File: config.mk
export PLATFORM = sky130hd
export DESIGN_NAME = max_distance_seat_allocator
export DESIGN_NICKNAME = d
export VERILOG_FILES = /design/src/design/msa_pkg.sv /design/src/design/msa_cell.sv /design/src/design/msa_scan.sv /design/src/design/max_distance_seat_allocator.sv
export SDC_FILE = /design/constraint.sdc
export NUM_CORES = 2
export LEC_CHECK = 0
export ABC_AREA = 0
export BUFFER_PORTS_ARGS = -buffer_cell sky130_fd_sc_hd__buf_4
export CELL_PAD_IN_SITES_DETAIL_PLACEMENT = 0
export CELL_PAD_IN_SITES_GLOBAL_PLACEMENT = 2
export CORE_AREA = 5 5 360 362
export DETAILED_ROUTE_END_ITERATION = 10
export DIE_AREA = 0 0 365 367
export PLACE_DENSITY = 0.77
export SYNTH_ARGS = -nofsm -noshare
export SYNTH_HDL_FRONTEND = slang
export SYNTH_SLANG_ARGS = --single-unit
File: constraint.sdc
create_clock -name i_clk -period 8 [get_ports i_clk]
set_clock_uncertainty 0.1 [all_clocks]
set_input_delay 0 -clock i_clk [delete_from_list [all_inputs] [get_ports i_clk]]
set_output_delay 0 -clock i_clk [all_outputs]
set_load 0.01 [all_outputs]
File: src/design/msa_pkg.sv
`timescale 1ns / 1ps
// ----------------------------------------------------------------------------
// msa_pkg
// Shared constants, payload types and codes for the max distance seat
// allocator.
// ----------------------------------------------------------------------------
package msa_pkg;

    localparam int MAX_SEATS = 1024;
    localparam int IDX_W     = $clog2(MAX_SEATS);
    localparam int CNT_W     = $clog2(MAX_SEATS + 1);
    localparam int CFG_W     = 11;
    localparam int POS_W     = 10;
    localparam int WIDE_W    = CNT_W + CFG_W + POS_W;

    localparam logic [CFG_W-1:0] SEAT_COUNT_RST = CFG_W'(1024);

    localparam logic FUNC_TAKE  = 1'b0;
    localparam logic FUNC_LEAVE = 1'b1;

    typedef enum logic [1:0] {
        ST_SEATED    = 2'd0,
        ST_LEFT      = 2'd1,
        ST_BAD_LEAVE = 2'd2,
        ST_FULL      = 2'd3
    } t_status;

    typedef struct packed {
        logic             func;
        logic [POS_W-1:0] position;
    } t_req;

    typedef struct packed {
        logic [POS_W-1:0] seat_index;
        t_status          status;
    } t_rsp;

    typedef struct packed {
        logic             clear;
        logic             step;
        logic [IDX_W-1:0] idx;
        logic [CNT_W-1:0] n;
    } t_scan_ctl;

    typedef enum logic [2:0] {
        S_IDLE = 3'b001,
        S_SCAN = 3'b010,
        S_FIN  = 3'b100
    } t_state;

endpackage

File: src/design/msa_cell.sv
`timescale 1ns / 1ps
// ----------------------------------------------------------------------------
// msa_cell
// One seat of the occupancy ring: holds the seat bit, takes its neighbor's
// bit on a shift and is set directly when a seat is assigned.
// ----------------------------------------------------------------------------
module msa_cell (
    input  logic i_clk,
    input  logic i_rst_n,
    input  logic i_shift,
    input  logic i_set,
    input  logic i_next,
    output logic o_occ
);
    logic r_occ;

    always_ff @(posedge i_clk) begin
        if (!i_rst_n) begin
            r_occ <= 1'b0;
        end else if (i_set) begin
            r_occ <= 1'b1;
        end else if (i_shift) begin
            r_occ <= i_next;
        end
    end

    assign o_occ = r_occ;

endmodule

File: src/design/msa_scan.sv
`timescale 1ns / 1ps
// ----------------------------------------------------------------------------
// msa_scan
// Gap tracker: follows the occupied seats leaving the ring head one per
// cycle and keeps the widest gap found so far and its seat.
// ----------------------------------------------------------------------------
module msa_scan (
    input  logic                      i_clk,
    input  logic                      i_rst_n,
    input  msa_pkg::t_scan_ctl        i_ctl,
    output logic                      o_found,
    output logic [msa_pkg::IDX_W-1:0] o_pick
);
    import msa_pkg::*;

    logic             r_any;
    logic [IDX_W-1:0] r_prev;
    logic [IDX_W-1:0] r_best;
    logic [IDX_W-1:0] r_pos;
    logic [IDX_W-1:0] gap;
    logic [CNT_W-1:0] last;
    logic [CNT_W-1:0] tail;
    logic [CNT_W-1:0] best_fin;
    logic [IDX_W-1:0] pos_fin;

    assign gap = (i_ctl.idx - r_prev) >> 1;

    always_ff @(posedge i_clk) begin
        if (!i_rst_n) begin
            r_any <= 1'b0;
        end else if (i_ctl.clear) begin
            r_any <= 1'b0;
        end else if (i_ctl.step) begin
            r_any <= 1'b1;
        end
    end

    always_ff @(posedge i_clk) begin
        if (i_ctl.step) begin
            r_prev <= i_ctl.idx;
            if (!r_any) begin
                r_best <= i_ctl.idx;
                r_pos  <= '0;
            end else if (gap > r_best) begin
                r_best <= gap;
                r_pos  <= r_prev + gap;
            end
        end
    end

    // closing gap up to the last seat in use
    assign last = i_ctl.n - CNT_W'(1);
    assign tail = last - CNT_W'(r_prev);

    always_comb begin
        if (tail > CNT_W'(r_best)) begin
            best_fin = tail;
            pos_fin  = last[IDX_W-1:0];
        end else begin
            best_fin = CNT_W'(r_best);
            pos_fin  = r_pos;
        end
    end

    assign o_found = !r_any || (best_fin != '0);
    assign o_pick  = r_any ? pos_fin : '0;

endmodule

File: src/design/max_distance_seat_allocator.sv
`timescale 1ns / 1ps
// ----------------------------------------------------------------------------
// max_distance_seat_allocator
// Occupancy map over a row of seats; take requests get the seat farthest
// from any occupied seat, leave requests free one seat.
// ----------------------------------------------------------------------------
// Every transaction, take or leave, runs the same way: the occupancy map is a
// ring of MAX_SEATS one-bit cells that rotates once through the gap tracker,
// one seat per cycle, followed by a finish state that picks the seat and
// writes it back. busy stays high from the accepting edge until the result
// strobe, and a new start is taken in the cycle the result is shown.
// o_result_valid is high for exactly one cycle per transaction and cannot be
// held off, so the receiver must take each result when it appears.
// seat_count may only be written while busy is low.
module max_distance_seat_allocator (
    input  logic                      i_clk,
    input  logic                      i_rst_n,
    input  logic                      start,
    output logic                      busy,
    input  msa_pkg::t_req             i_req,
    input  logic                      i_cfg_we,
    input  logic [msa_pkg::CFG_W-1:0] i_cfg_wdata,
    output logic                      o_result_valid,
    output msa_pkg::t_rsp             o_rsp
);
    import msa_pkg::*;

    t_state           r_state;
    logic [IDX_W-1:0] r_idx;
    t_req             r_req;
    t_rsp             r_rsp;
    logic             r_valid;
    logic             r_hit;
    logic [IDX_W-1:0] r_pick;
    logic [CFG_W-1:0] r_seat_count;

    logic [WIDE_W-1:0]    cfg_wide;
    logic [WIDE_W-1:0]    n_wide;
    logic [CNT_W-1:0]     n_use;
    logic [WIDE_W-1:0]    idx_wide;
    logic [WIDE_W-1:0]    pick_wide;
    logic                 in_use;
    logic                 accept;
    logic                 shift;
    logic                 head;
    logic                 leave_clr;
    logic                 take_set;
    logic                 found;
    logic [IDX_W-1:0]     pick;
    logic [MAX_SEATS-1:0] occ;
    t_scan_ctl            scan_ctl;

    assign accept = start && (r_state == S_IDLE);
    assign busy   = (r_state != S_IDLE);

    always_ff @(posedge i_clk) begin
        if (!i_rst_n) begin
            r_seat_count <= SEAT_COUNT_RST;
        end else if (i_cfg_we) begin
            r_seat_count <= i_cfg_wdata;
        end
    end

    // seats in use, saturated to 1..MAX_SEATS
    assign cfg_wide = WIDE_W'(r_seat_count);
    always_comb begin
        if (cfg_wide == '0) begin
            n_wide = WIDE_W'(1);
        end else if (cfg_wide > WIDE_W'(MAX_SEATS)) begin
            n_wide = WIDE_W'(MAX_SEATS);
        end else begin
            n_wide = cfg_wide;
        end
    end
    assign n_use = n_wide[CNT_W-1:0];

    assign idx_wide  = WIDE_W'(r_idx);
    assign in_use    = idx_wide < n_wide;
    assign shift     = (r_state == S_SCAN);
    assign head      = occ[0];
    assign leave_clr = shift && (r_req.func == FUNC_LEAVE) && in_use && head
                       && (idx_wide == WIDE_W'(r_req.position));
    assign take_set  = (r_state == S_FIN) && (r_req.func == FUNC_TAKE) && found;

    genvar k;
    generate
        for (k = 0; k < MAX_SEATS; k++) begin : g_ring
            logic nb;
            if (k == MAX_SEATS - 1) begin : g_wrap
                assign nb = head && !leave_clr;
            end else begin : g_link
                assign nb = occ[k+1];
            end
            msa_cell u_cell (
                .i_clk   (i_clk),
                .i_rst_n (i_rst_n),
                .i_shift (shift),
                .i_set   (take_set && (pick == IDX_W'(k))),
                .i_next  (nb),
                .o_occ   (occ[k])
            );
        end
    endgenerate

    assign scan_ctl.clear = accept;
    assign scan_ctl.step  = shift && in_use && head && (r_req.func == FUNC_TAKE);
    assign scan_ctl.idx   = r_idx;
    assign scan_ctl.n     = n_use;

    msa_scan u_scan (
        .i_clk   (i_clk),
        .i_rst_n (i_rst_n),
        .i_ctl   (scan_ctl),
        .o_found (found),
        .o_pick  (pick)
    );

    always_ff @(posedge i_clk) begin
        if (!i_rst_n) begin
            r_state <= S_IDLE;
            r_idx   <= '0;
            r_valid <= 1'b0;
            r_hit   <= 1'b0;
        end else begin
            r_valid <= (r_state == S_FIN);
            unique case (r_state)
                S_IDLE: begin
                    r_idx <= '0;
                    r_hit <= 1'b0;
                    if (accept) begin
                        r_state <= S_SCAN;
                    end
                end
                S_SCAN: begin
                    if (leave_clr) begin
                        r_hit <= 1'b1;
                    end
                    if (r_idx == IDX_W'(MAX_SEATS - 1)) begin
                        r_idx   <= '0;
                        r_state <= S_FIN;
                    end else begin
                        r_idx <= r_idx + IDX_W'(1);
                    end
                end
                S_FIN: begin
                    r_state <= S_IDLE;
                end
                default: begin
                    r_state <= S_IDLE;
                end
            endcase
        end
    end

    assign pick_wide = WIDE_W'(pick);

    always_ff @(posedge i_clk) begin
        if (accept) begin
            r_req <= i_req;
        end
        if (r_state == S_FIN) begin
            r_pick <= pick;
            if (r_req.func == FUNC_TAKE) begin
                if (found) begin
                    r_rsp.seat_index <= pick_wide[POS_W-1:0];
                    r_rsp.status     <= ST_SEATED;
                end else begin
                    r_rsp.seat_index <= '0;
                    r_rsp.status     <= ST_FULL;
                end
            end else begin
                r_rsp.seat_index <= r_req.position;
                r_rsp.status     <= r_hit ? ST_LEFT : ST_BAD_LEAVE;
            end
        end
    end

    assign o_result_valid = r_valid;
    assign o_rsp          = r_rsp;

    // ring returns to its home alignment whenever the block is idle
    a_idle_aligned: assert property (@(posedge i_clk) disable iff (!i_rst_n)
        (r_state == S_IDLE) |-> (r_idx == '0))
        else $error("scan index not home while idle");

    a_accept_busy: assert property (@(posedge i_clk) disable iff (!i_rst_n)
        (start && !busy) |=> busy)
        else $error("accepted transaction did not raise busy");

    a_valid_after_fin: assert property (@(posedge i_clk) disable iff (!i_rst_n)
        o_result_valid |-> ($past(r_state) == S_FIN))
        else $error("result strobe without finish cycle");

    a_single_strobe: assert property (@(posedge i_clk) disable iff (!i_rst_n)
        o_result_valid |=> !o_result_valid)
        else $error("result strobe longer than one cycle");

    a_seat_marked: assert property (@(posedge i_clk) disable iff (!i_rst_n)
        (o_result_valid && (o_rsp.status == ST_SEATED)) |-> occ[r_pick])
        else $error("assigned seat not marked occupied");

endmodule

Yosys cells after proc, flatten, opt, wreduce, memory -nomap -nowiden. Cells that the tools add are included.

Register bits: 1104. Bits of input ports: 26. Output and inout port bits: 14. Logic and storage cells: 6217.

Add/subtract/negate cells: 5. $lt $le $gt $ge: 4. Equality and inequality tests: 1033. Mux-type cells: 2066. Bitwise gates (word level): 2. Reductions and logical operators: 2070.

Operators by type and width (number): $eq 10x10->1 const B (513); $eq 10x9->1 const B (256); $reduce_bool 2->1 (1025); $mux 1 (2049); $eq 10x8->1 const B (128); $logic_and 1x1->1 (1035); $eq 10x7->1 const B (64); $eq 10x6->1 const B (32); $eq 10x5->1 const B (16); $eq 10x4->1 const B (8); $mux 10 (6); $eq 10x3->1 const B (4); $mux 11 (3); $logic_not 32->1 (1); $lt 10x32->1 (1); $mux 12 (2); $eq 10x2->1 const B (2); $pmux 10 s2 (1); $gt 11x10->1 (1); $gt 11x11->1 const B (1); $reduce_bool 11->1 (1); $sub 11x1->11 const B (1); $sub 11x10->11 (1); $add 10x1->10 const B (1); 21 further kinds (28).

Depth between registers and ports, before layout.
Depth after elaboration: 12. Depth in mapped cells: 30. Depth with buffers taken out: 24.

By module. Synthesis repeated with hierarchy kept, for this count alone.

Cells, all modules: 5111. Area, all modules: 50918.8 um2.

Modules (own cells, without submodules): msa_cell (instances 1024, cells an instance 3, area each 38.8 um2, seq. area each 20.0 um2); max_distance_seat_allocator (instances 1, cells an instance 1711, area each 8041.5 um2, seq. area each 1211.2 um2); msa_scan (instances 1, cells an instance 328, area each 3159.3 um2, seq. area each 920.9 um2).

Least setup slack after synthesis. OpenSTA, ideal clock, no wires.

Path kind: register to register. Start point: register r_seat_count[7]. End point: register g_ring[95].u_cell.r_occ. Setup time: 0.141 ns. Data arrival time: 5.722 ns. Data required time: 7.759 ns. Setup slack: 2.037 ns. Cell stages (with the launch flop): 27. Path buffers: 4. Period minus slack after synthesis: 5.963 ns. Cells stage by stage: dfxtp_1 > buf_2 > nor4_4 > a31oi_1 > nor2_1 > inv_1 > ha_1 > o21ai_1 > a2bb2oi_4 > inv_2 > ha_1 > a211o_1 > nor3_1 > nor2_1 > xor2_1 > ha_1 > nand4_1 > nor2_1 > a41oi_1 > o21a_1 > o2111ai_1 > o41a_1 > clkbuf_1 > o211ai_1 > clkbuf_1 > clkbuf_1 > o32ai_1.

Word-level cells in the longest chain between the ends: 12. Elaborated cells between the ends (all ways): 17. Those cells by class: add/sub: 2; order compare: 2; eq/ne: 1; mux: 6; reduce/logical: 6.

RTL lines: start, declared (line max_distance_seat_allocator.sv:35) `logic [CFG_W-1:0] r_seat_count;`; start signal, assigned (line max_distance_seat_allocator.sv:60) `r_seat_count <= i_cfg_wdata;`; $gt 11x11->1 (line max_distance_seat_allocator.sv:69) `end else if (cfg_wide > WIDE_W'(MAX_SEATS)) begin`; $mux 11 (line max_distance_seat_allocator.sv:69); $mux 11 * (line max_distance_seat_allocator.sv:67) `if (cfg_wide == '0) begin`; $sub 11x1->11 * (line msa_scan.sv:52) `assign last = i_ctl.n - CNT_W'(1);`; $sub 11x10->11 (line msa_scan.sv:53) `assign tail = last - CNT_W'(r_prev);`; $gt 11x10->1 (line msa_scan.sv:56) `if (tail > CNT_W'(r_best)) begin`; $mux 11 (line msa_scan.sv:56); $reduce_bool 11->1 (line msa_scan.sv:65) `assign o_found = !r_any || (best_fin != '0);`; $logic_or 1x1->1 (line msa_scan.sv:65); $logic_and 1x1->1 (line max_distance_seat_allocator.sv:83) `assign take_set = (r_state == S_FIN) && (r_req.func == FUNC_TAKE) && found;`; $logic_and 1x1->1 * (line max_distance_seat_allocator.sv:98) `.i_set (take_set && (pick == IDX_W'(k))),`; $mux 1 / $reduce_bool 2->1 (equally long branches); end signal, assigned (line msa_cell.sv:23) `r_occ <= i_next;`; end, declared (line msa_cell.sv:15) `logic r_occ;`.

Mark *: on every way between the ends. The rest lies on a longest branch, timed or not. A chain may end at the register's enable or synchronous reset.

Worst setup path after layout.
Start point: register r_seat_count[0]. End point: register g_ring[126].u_cell.r_occ.

Word-level cells in the longest chain between the ends: 12. Elaborated cells between the ends (all ways): 17. Those cells by class: add/sub: 2; order compare: 2; eq/ne: 1; mux: 6; reduce/logical: 6.

RTL lines (line): $gt 11x11->1 (max_distance_seat_allocator.sv:69); $mux 11 (max_distance_seat_allocator.sv:69); $mux 11 * (max_distance_seat_allocator.sv:67); $sub 11x1->11 * (msa_scan.sv:52); $sub 11x10->11 (msa_scan.sv:53); $gt 11x10->1 (msa_scan.sv:56); $mux 11 (msa_scan.sv:56); $reduce_bool 11->1 (msa_scan.sv:65); $logic_or 1x1->1 (msa_scan.sv:65); $logic_and 1x1->1 (max_distance_seat_allocator.sv:83); $logic_and 1x1->1 * (max_distance_seat_allocator.sv:98); $mux 1 / $reduce_bool 2->1 (equally long branches); end signal, assigned (msa_cell.sv:23); end, declared (msa_cell.sv:15).

Marked as above.

==> impl_metrics.yaml <==
run_status:
  status: "finished, final reports clean"
die:
  die_h_um: 367
  rows: 131
  num_io_pins: 40
  core_mm2: 0.126
  dieArea_mm2: 0.134
  initial_core_util_pct: 40.5
  die_w_um: 365
clock_network:
  path_clk_slew_ns: 0.06
  tritoncts: "done"
  cts_max_level: 4
  cts_sinks: 1104
  cts_root_buf: "clkbuf_16"
  cts_buffers: 131
  insertion_delay_ns: 0.79
  postCtsSetupBuffers: 0
  clockBufferDepth: 3
job:
  maxCapViolCount: 0
sta:
  finalCriticalPeriod_ns: 7.31
  rsz0062_at_grt: "no"
  fmax_ghz: 0.137
  slew_violations: 0
  holdWs_ns: 0.0730
  final-hold-violation-count: 0
  tightest_slew_ns: 1.20
  min_period_over_period_pct: 91.4
  finalSetupViolations: 0
  tns_ns: 0
  slew_headroom_pct: 20.1
drt:
  routed_via_density: 6.10
  antenna_left: 0
  wl_per_cell_um: 24.2
  drt_iter0_drc: 3674
  dr.pass1.iters: 5
  vias: 43341
  route.detailed.drc: 0
  drt-total-wl_um: 172000
setup_path:
  cp.depth: 24
  crit_family: "compound AO/OA/AOI/OAI gates"
  cp-startpoint: "r_seat_count[0]"
  crit_slowest_cell: "mux2i_4"
  end_kind: "register"
  cp-endpoint: "g_ring[126].u_cell.o_occ"
  cp_data_required_time_ns: 8.51
  worst-path-max-fanout: 28
  worst-r2r-setup-slack_ns: 0.69
  r2r-end: "g_ring[126].u_cell.o_occ"
  criticalPathCategory: "register to register"
  startpoint_type: "register"
  reg2reg_from: "r_seat_count[0]"
  crit_path_cell_trace: "nor4_2 -> a31oi_1 -> nor2_1 -> inv_1 -> ha_1 -> o21ai_1 -> a2bb2oi_4 -> inv_2 -> ha_1 -> a211o_1 -> nor3_1 -> nor2_1 -> xor2_1 -> ha_1 -> nand4_1 -> nor2_1 -> a41oi_1 -> o21ai_0 -> o21ai_4 -> buf_4 -> mux2i_4 -> buf_4 -> nand3b_1 -> o22ai_1"
  slowest_delay_ns: 0.61
  crit_buf_inv: 4
  cp.arrival_ns: 7.82
  rr_worst_depth: 24
power_and_ir_drop:
  totalPowerFinal_mw: 12.6
  p_per_area_mw_per_mm2: 218
  p_leak_nw: 23.3
  ir_worst_vdd_mv: 0.213
layout:
  n_antenna_cell: 0
  nets: 5420
  fin_util_pct: 45.6
  syn_to_final_growth_pct: 12.7
  post-route-cell-area_mm2: 0.0576
  nFillCells: 12251
  drive_above_1_share_pct: 8.61
global_routing:
  grt_max_degree: 197
  grt_pass1_vias: 42276
  grt_pass1_wl_um: 266000
  antenna_found_initial: 1
  gr-usage-all-layers_pct: 25.0
  grt_overflow: 0
yosys:
  muxShareOfSynthArea_pct: 14.4
  ys_async_sr_fraction_pct: 0
  yosysTopAreaCell: "dfxtp_1"
  syn_area_mm2: 0.0511
  synth_most_common_cell: "nand2_1"
  syn_inst: 5597
  synthSimpleGateAreaFrac_pct: 13.2
  syn_avg_cell_area_um2: 9.14
  yosys.area_share.adder_pct: 1.51
  synth_top_family_by_area: "compound AO/OA/AOI/OAI gates"
  synth_edf_count: 53
  yosysTopAreaCellShare_pct: 41.1
  synth.distinct_cells: 76
  synthFlopType: "dfxtp_1"
  synth-compound-area-share_pct: 20.9
  yosysSeqAreaShare_pct: 44.3
  ys_ff_latch: 1104
  synth-xor-area-share_pct: 0.599
  syn_nets: 5683
  ys_warn_count: 0
  synth_common_cells: "nand2_1, dfxtp_1, mux2i_1, o32ai_1, clkbuf_1"
  synth_area_leaders: "dfxtp_1, mux2i_1, nand2_1"
place:
  place_area_mm2: 0.0526
  io_buffers: 39
  hpwl_um: 93100
  routabilityCongestion: 0.817
worst_hold_path:
  hold_class: "primary input to register"
-- where the power goes --
part           switching [mW]  total, mW  internal (mW)
Combinational           0.637      0.895          0.258
Clock                    2.51       6.09           3.58
Sequential             0.0190       5.58           5.56
-- final cells by class --
cell class / instances / area, µm² / share of cell area, %
Sequential cell: 1104 / 22600 / 39.3
Tap cell: 1662 / 2080 / 3.61
Timing Repair Buffer: 226 / 2150 / 3.74
Clock inverter: 35 / 487 / 0.845
Inverter: 46 / 185 / 0.321
Clock buffer: 202 / 3900 / 6.76
Multi-Input combinational cell: 3825 / 26200 / 45.5
-- per-layer routing --
layer	up-vias	track usage, %	share of wire (%)
li1	20333	-	-
met1	21671	35.5	47
met2	1110	40.1	46
met3	227	3.28	4.6
met4	0	6.45	2.2
met5	-	0	0
-- state kept, by name (all words and copies together) (netlist names), 10 cells and up --
signal and flops:
r_req 11, r_idx 10, u_scan.r_best 10, o_rsp 12, r_seat_count 11, g_ring.u_cell.o_occ 1024
u_scan.r_prev 10, u_scan.r_pos 10
-- what timing repair did --
action | in CTS | in global routing
setup endpoints to repair | 0 | 1
hold buffers | 60 | 0
gates resized for setup | 0 | 1
endpoints found under the hold margin | 210 | 0
-- per-stage QoR --
stage / setup slack [ns] / cells
floorplan: 2.04 / 5597
global placement: 0.823 / 6803
detailed placement: 0.684 / 6803
CTS: 0.652 / 7100
global route: 0.0969 / 7100
finish: 0.691 / 7100
-- worst min-delay path by stage --
| stage | from | endpoint | slack [ns] | cells past startpoint |
|---|---|---|---|---|
| 2_1_floorplan | i_req[0] | r_req[0] | -0.001 | 0 |
| 3_3_place_gp | i_req[3] | r_req[3] | 0.08 | 1 |
| 3_5_place_dp | i_req[9] | r_req[9] | 0.08 | 1 |
| 5_1_grt | start | r_state[1] | 0.08 | 4 |
| 6_report | i_rst_n | r_state[0] | 0.07 | 3 |
| 4_1_cts | start | r_state[1] | 0.01 | 4 |
-- tightest hold or removal path: cells and delay by family --
family,cells,cell delay (ns)
buf+inv,2,0.79
compound gates,1,0.11
-- kinds of logic (layout without fill, tap and decap cells) --
kind of cell / count (synthesis) / count (layout)
compound gates: 1369 / 1369
xor+xnor: 35 / 35
fa+ha+maj: 60 / 60
buf+inv: 668 / 509
flops: 1104 / 1104
mux: 727 / 727
simple gates: 1634 / 1634
-- layout by cell type, fill, tap and decap left out, drive strengths merged, types with 8 or more instances in the layout --
cell type,Yosys,routed
o211ai,11,11
mux2i,716,716
nor2b,9,9
ha,57,57
o2111ai,181,181
o31ai,160,160
xor2,17,17
o22ai,152,152
and2,19,19
o21a,11,11
dlygate4sd3,0,60
a21o,9,9
buf,129,166
nand3,31,31
nand3b,22,22
a31oi,184,184
clkbuf,493,202
mux2,11,11
o21ai,40,40
a21oi,53,53
nor2,203,203
nand2,1250,1250
nor4,27,27
and3,12,12
xnor2,18,18
dfxtp,1051,1051
o32ai,535,535
edfxtp,53,53
inv,45,56
clkinv,1,16
nand4,8,8
nand2b,11,11
nor3,25,25
No activity file was read; power rests on OpenSTA's default activity.
